File: config.mk
export PLATFORM = sky130hd
export DESIGN_NAME = mwf_front
export DESIGN_NICKNAME = d
export VERILOG_FILES = /design/src/hw/rtl/mwf_pkg.sv /design/src/hw/rtl/mwf_front.sv
export SDC_FILE = /design/constraint.sdc
export NUM_CORES = 1
export LEC_CHECK = 0
export BUFFER_PORTS_ARGS = -buffer_cell sky130_fd_sc_hd__buf_4
export CORE_MARGIN = 2
export CORE_UTILIZATION = 60
export CTS_BUF_LIST = sky130_fd_sc_hd__clkbuf_4
export DETAILED_ROUTE_END_ITERATION = 6
export PLACE_DENSITY = 0.81
export SLEW_MARGIN = 20
export SYNTH_ARGS = -nofsm -noshare
export SYNTH_HDL_FRONTEND = slang
export SYNTH_SLANG_ARGS = --single-unit
File: constraint.sdc
create_clock -name clk -period 7.73 [get_ports clk]
set_clock_uncertainty 0.15 [all_clocks]
set_input_delay 1.546 -clock clk [delete_from_list [all_inputs] [get_ports clk]]
set_output_delay 1.546 -clock clk [all_outputs]
set_load 0.03 [all_outputs]
File: src/hw/rtl/mwf_pkg.sv
// mwf_pkg: shared types and constants of the median window filter.
// No dependencies; imported by every module of the block but mwf_ram.
package mwf_pkg;

  localparam int MAX_WIDTH  = 1024;
  localparam int MAX_WINDOW = 7;
  localparam int COL_W      = 10;
  localparam int ROW_W      = 12;
  localparam int RM_W       = 3;
  localparam int LS_AW      = RM_W + COL_W;
  localparam int LS_DEPTH   = MAX_WINDOW * MAX_WIDTH;
  localparam int WIN_DEPTH  = MAX_WINDOW * MAX_WINDOW;
  localparam int WIN_AW     = 6;
  localparam int SEEN_W     = 23;

  localparam logic [1:0] CFG_FRAME_WIDTH   = 2'd0;
  localparam logic [1:0] CFG_FRAME_HEIGHT  = 2'd1;
  localparam logic [1:0] CFG_WINDOW_RADIUS = 2'd2;

  localparam logic ACT_PIXEL = 1'b0;
  localparam logic ACT_FLUSH = 1'b1;

  typedef struct packed {
    logic       action;
    logic [7:0] in_red;
    logic [7:0] in_green;
    logic [7:0] in_blue;
  } in_item_t;

  typedef struct packed {
    logic [7:0] out_red;
    logic [7:0] out_green;
    logic [7:0] out_blue;
    logic       last_of_frame;
  } out_item_t;

  // effective frame geometry
  typedef struct packed {
    logic [10:0] w;
    logic [12:0] h;
    logic [1:0]  r;
  } geo_t;

  // one result to compute: centre position and last flag
  typedef struct packed {
    logic [ROW_W-1:0] row;
    logic [COL_W-1:0] col;
    logic [RM_W-1:0]  rowmod;
    logic             last;
  } job_t;

endpackage

File: src/hw/rtl/mwf_front.sv
// mwf_front: config registers, request intake and classification, line store writes.
// Depends on mwf_pkg; issues jobs to mwf_back.
module mwf_front import mwf_pkg::*; (
  input  logic             clk,
  input  logic             rst_n,
  input  logic             cfg_we,
  input  logic [1:0]       cfg_index,
  input  logic [12:0]      cfg_data,
  input  logic             in_push,
  input  in_item_t         in_data,
  output logic             in_full,
  input  logic             gather_busy,
  input  logic             job_take,
  output logic             job_valid,
  output job_t             job,
  output geo_t             geo,
  output logic             ls_we,
  output logic [LS_AW-1:0] ls_waddr,
  output logic [23:0]      ls_wdata
);

  logic [10:0] width_r;
  logic [12:0] height_r;
  logic [1:0]  radius_r;
  logic [SEEN_W-1:0] total_r, end_r, total_nxt, end_nxt;
  logic [11:0] lag_r, lag_nxt;
  logic [SEEN_W-1:0] seen_r, seen_nxt;
  logic [COL_W-1:0]  icol_r, icol_nxt, ocol_r, ocol_nxt;
  logic [RM_W-1:0]   irm_r, irm_nxt, orm_r, orm_nxt;
  logic [ROW_W-1:0]  orow_r, orow_nxt;
  logic              jv_r, jv_nxt;
  logic              cfg_pend_r;
  job_t              job_r, job_nxt;

  logic              accept, wrap, is_flush, ignore, upd, pix, gen;
  logic [SEEN_W-1:0] n;
  logic [COL_W-1:0]  ic, oc;
  logic [RM_W-1:0]   irm, orm;
  logic [ROW_W-1:0]  orow;

  always_comb begin
    geo.w = (width_r == 11'd0) ? 11'd1 :
            (width_r > 11'(MAX_WIDTH)) ? 11'(MAX_WIDTH) : width_r;
    geo.h = (height_r == 13'd0) ? 13'd1 : height_r;
    geo.r = radius_r;
    total_nxt = SEEN_W'(geo.w * geo.h);
    lag_nxt   = 12'(geo.r * geo.w) + 12'(geo.r);
    end_nxt   = total_nxt + SEEN_W'(lag_nxt);
  end

  // hold intake in the cycle after a register write so the frame totals settle
  assign in_full   = jv_r | gather_busy | cfg_pend_r;
  assign job_valid = jv_r;
  assign job       = job_r;

  always_comb begin
    accept   = in_push & ~in_full;
    wrap     = seen_r >= end_r;
    is_flush = in_data.action == ACT_FLUSH;
    ignore   = is_flush & (wrap | (seen_r < total_r));
    upd      = accept & ~ignore;
    n        = wrap ? '0 : seen_r;
    ic       = wrap ? '0 : icol_r;
    irm      = wrap ? '0 : irm_r;
    oc       = wrap ? '0 : ocol_r;
    orm      = wrap ? '0 : orm_r;
    orow     = wrap ? '0 : orow_r;
    pix      = upd & (n < total_r);
    gen      = upd & (n >= SEEN_W'(lag_r)) & (n < end_r);

    seen_nxt = seen_r;
    icol_nxt = icol_r;
    irm_nxt  = irm_r;
    ocol_nxt = ocol_r;
    orm_nxt  = orm_r;
    orow_nxt = orow_r;
    jv_nxt   = jv_r & ~job_take;
    job_nxt  = job_r;

    ls_we    = pix;
    ls_waddr = {irm, ic};
    ls_wdata = {in_data.in_red, in_data.in_green, in_data.in_blue};

    if (upd) begin
      seen_nxt = n + 1'b1;
      ocol_nxt = oc;
      orm_nxt  = orm;
      orow_nxt = orow;
      icol_nxt = ic;
      irm_nxt  = irm;
    end
    if (pix) begin
      if ({1'b0, ic} + 11'd1 >= geo.w) begin
        icol_nxt = '0;
        irm_nxt  = (irm == RM_W'(MAX_WINDOW - 1)) ? '0 : irm + 1'b1;
      end else begin
        icol_nxt = ic + 1'b1;
      end
    end
    if (gen) begin
      jv_nxt       = 1'b1;
      job_nxt.row  = orow;
      job_nxt.col  = oc;
      job_nxt.rowmod = orm;
      job_nxt.last = (n + 1'b1) == end_r;
      if ({1'b0, oc} + 11'd1 >= geo.w) begin
        ocol_nxt = '0;
        orow_nxt = orow + 1'b1;
        orm_nxt  = (orm == RM_W'(MAX_WINDOW - 1)) ? '0 : orm + 1'b1;
      end else begin
        ocol_nxt = oc + 1'b1;
      end
    end
  end

  always_ff @(posedge clk) begin
    if (!rst_n) begin
      width_r  <= 11'd64;
      height_r <= 13'd64;
      radius_r <= 2'd1;
      total_r  <= SEEN_W'(4096);
      lag_r    <= 12'd65;
      end_r    <= SEEN_W'(4161);
      seen_r   <= '0;
      icol_r   <= '0;
      irm_r    <= '0;
      ocol_r   <= '0;
      orm_r    <= '0;
      orow_r   <= '0;
      jv_r     <= 1'b0;
      cfg_pend_r <= 1'b0;
    end else begin
      if (cfg_we && cfg_index == CFG_FRAME_WIDTH)   width_r  <= cfg_data[10:0];
      if (cfg_we && cfg_index == CFG_FRAME_HEIGHT)  height_r <= cfg_data;
      if (cfg_we && cfg_index == CFG_WINDOW_RADIUS) radius_r <= cfg_data[1:0];
      total_r <= total_nxt;
      lag_r   <= lag_nxt;
      end_r   <= end_nxt;
      seen_r  <= seen_nxt;
      icol_r  <= icol_nxt;
      irm_r   <= irm_nxt;
      ocol_r  <= ocol_nxt;
      orm_r   <= orm_nxt;
      orow_r  <= orow_nxt;
      jv_r    <= jv_nxt;
      cfg_pend_r <= cfg_we;
    end
  end

  always_ff @(posedge clk) begin
    job_r <= job_nxt;
  end

endmodule

==> metrics.yaml <==
clkTransAtPathRegs_ps: 190
netlist_instances: 2045
fmax_ghz: 0.135
cp-end-kind: "output pin"
syn_avg_cell_area_um2: 8.31
final_max_slew_viol_count: 0
clk_latency_ps: 640
dp.cells: 2422
synth_edf_count: 26
cts_inserted_buffers: 17
gp_congestion: 0.981
portBuffers: 89
slew_headroom_pct: 35.4
min_period_over_period_pct: 96.0
ys_async_sr_fraction_pct: 0
status: "finished, violations left"
area_delta_synth_final_pct: 6.84
post_cts_buffers: 0
grt_use_total_pct: 32.0
fin_cells: 2455
grt_pass1_wl_um: 74700
core-area_um2: 27900
reg2regPathDepth: 23
crit_family: "compound AO/OA/AOI/OAI gates"
whs_path_depth: 2
grt_max_degree: 63
slowest_stage: "dfxtp_1"
worstMarginPinSlew_ps: 964
pwr_density_cell_nw_per_um2: 105
rows: 61
cts_root_buffer: "clkbuf_4"
die_h_um: 172
overflow: 0
final_area_um2: 18200
drc: 1
antenna_left: 0
routed_wl_um: 46600
cp-start-kind: "register"
first_iter_violations: 1384
synth_cell_types: 90
die_area_um2: 29700
fin_tns_setup_ps: 0
worst_hold_path.endpoint: "orow_r[11]"
post-dp-hpwl_um: 35800
cp.arrival_ps: 5720
ctsHtreeMaxLevel: 4
crit_type: "reg -> out"
ys_ff_latch: 173
timing.final.hold_violations: 0
crit_required_ps: 6030
critPathMaxFanout: 28
viasPerCell: 6.08
io_pins: 138
r2r_start: "height_r[1]"
drive_gt1_share_pct: 8.96
critical-path-max-stage-delay_ps: 540
failed_checks: "DRC"
hp-start: "orow_r[11]"
antenna_found_initial: 1
max-clock-path-buffers: 2
die_x_um: 172
route.vias.total: 14936
initial_core_util_pct: 61.0
cpMostUsedCell: "ha_1"
cts_hold_buf: 0
ys_warn_count: 0
mappedNetlistArea_um2: 17000
wl_per_cell_um: 19.0
fin_crit_ps: 7420
timing.hold.ws_ps: 332
rsz0062_at_grt: "no"
grt_pass1_vias: 14616
path_cells: "inv_1 -> ha_1 -> nand4_2 -> nor4_4 -> nand4_1 -> o211a_4 -> and2_1 -> ha_1 -> a211oi_1 -> o21ai_0 -> o211ai_1 -> a21oi_1 -> o31a_1 -> a211oi_4 -> nand2_1 -> inv_2 -> buf_4"
cap_violations: 0
utilization_pct: 65.2
setup_viol: 0
dpl-instance-area_um2: 17800
fin_nets: 2426
r2r_end: "end_r[21]"
yosysSeqAreaShare_pct: 21.9
synth_nets: 2408
drt_pass1_iterations: 7
cts_tree: "yes"
postSynth.topFlopCell: "dfxtp_1"
p_leak_nw: 8.44
r2r_setup_slack_ps: 660
cts.sink_count: 173
vdd_drop_max_mv: 0.104
hold_class: "reg -> reg"
worst-path-buf-inv: 3
per-stage QoR:
| stage | setup WS, ps | total power [W] |
|---|---|---|
| finish | 311 | 0.00190 |
| detailed placement | 759 | 0.00134 |
| CTS | 243 | 0.00190 |
| floorplan | 1010 | 0.00125 |
| global placement | 850 | 0.00133 |
| global route | 42.2 | 0.00198 |
cells in the mapped netlist (all sizes together), types with 25 or more instances:
master / n / area [µm²]
and3: 26 / 163
fa: 100 / 2000
o21ai: 62 / 310
inv: 214 / 803
and2: 162 / 1010
dfxtp: 147 / 2940
ha: 217 / 2720
a21o: 29 / 218
nand2: 194 / 733
edfxtp: 26 / 781
buf: 37 / 243
nor3: 39 / 211
nand4: 25 / 175
nor2: 134 / 505
nand3: 62 / 310
clkbuf: 83 / 312
a21oi: 132 / 661
xnor2: 64 / 561
kinds of logic after synthesis:
logic type                 share of synthesized area [%]
adders and majority gates                           27.8
and+or+nand+nor                                     22.7
muxes                                               1.08
buffers and inverters                               7.99
AOI/OAI and AO/OA                                   14.0
other                                             0.0221
DFF                                                 21.9
xor gates and xnor gates                            4.48
worst max-delay path by stage:
| stage | startpoint | end | slack [ps] | cells after the start |
|---|---|---|---|---|
| floorplan | width_r[10] | end_r[21] | 1010 | 22 |
| global placement | height_r[6] | end_r[21] | 850 | 23 |
| detailed placement | height_r[5] | end_r[21] | 760 | 23 |
| CTS | end_r[20] | ls_we | 240 | 17 |
| global route | end_r[22] | ls_we | 40 | 17 |
| finish | end_r[20] | ls_we | 310 | 17 |
repair_timing:
action,in CTS,in global routing
gates resized for setup,0,2
setup endpoints to repair,0,1
hold endpoints to repair,0,0
layer usage:
metal  vias to the layer above  routed length, µm  global-route usage, %  part of all wire, %
met1                      7109              19300                   41.3                   41
met2                       714              21800                   53.0                   47
met5                         -                  0                      0                    0
met3                       134               3620                   5.91                  7.8
met4                         0               1890                   13.3                  4.0
li1                       6979                  -                      -                    -
area by class of cell:
class / count / area [µm²]
Antenna cell: 1 / 2.50
Multi-Input combinational cell: 1538 / 12000
Fill cell: 2337 / 9700
Inverter: 214 / 803
Tap cell: 378 / 473
Sequential cell: 173 / 3720
Clock inverter: 15 / 171
Timing Repair Buffer: 119 / 893
Clock buffer: 17 / 128
sequential cells by signal, indices dropped and copies added, names as in the netlist, 3 cells and up:
register and count:
height_r 13, icol_r 10, width_r 11, job 26, ocol_r 10, irm_r 3
end_r 23, total_r 23, lag_r 12, orow_r 12, orm_r 3, seen_r 23
worst min-delay path, delay by kind of cell (launching register included):
family	cells	cell delay, ps
compound gates	1	50
flops	1	350
simple gates	1	60
cells in the final DEF, fill, tap and decap left out, drive strengths merged, types with 15 or more instances in the layout:
cell type	Yosys	layout
a211oi	16	16
a21o	29	29
a21oi	132	132
and2	162	162
and3	26	26
buf	37	119
clkbuf	83	17
dfxtp	147	147
edfxtp	26	26
fa	100	100
ha	217	217
inv	214	221
mux2i	15	15
nand2	194	194
nand2b	19	19
nand3	62	62
nand4	25	25
nor2	134	134
nor2b	16	16
nor3	39	39
nor4	15	15
o21a	16	16
o21ai	62	62
or3	18	18
xnor2	64	64
xor2	23	23
report_power, final:
| part | switching (W) | internal, W | leakage (nW) |
|---|---|---|---|
| Sequential | 0.0000234 | 0.000933 | 1.45 |
| Clock | 0.000400 | 0.000177 | 0.163 |
| Combinational | 0.000233 | 0.000138 | 6.83 |
| Total | 0.000656 | 0.00125 | 8.44 |
Note: power is estimated with default switching activity, not from simulation.
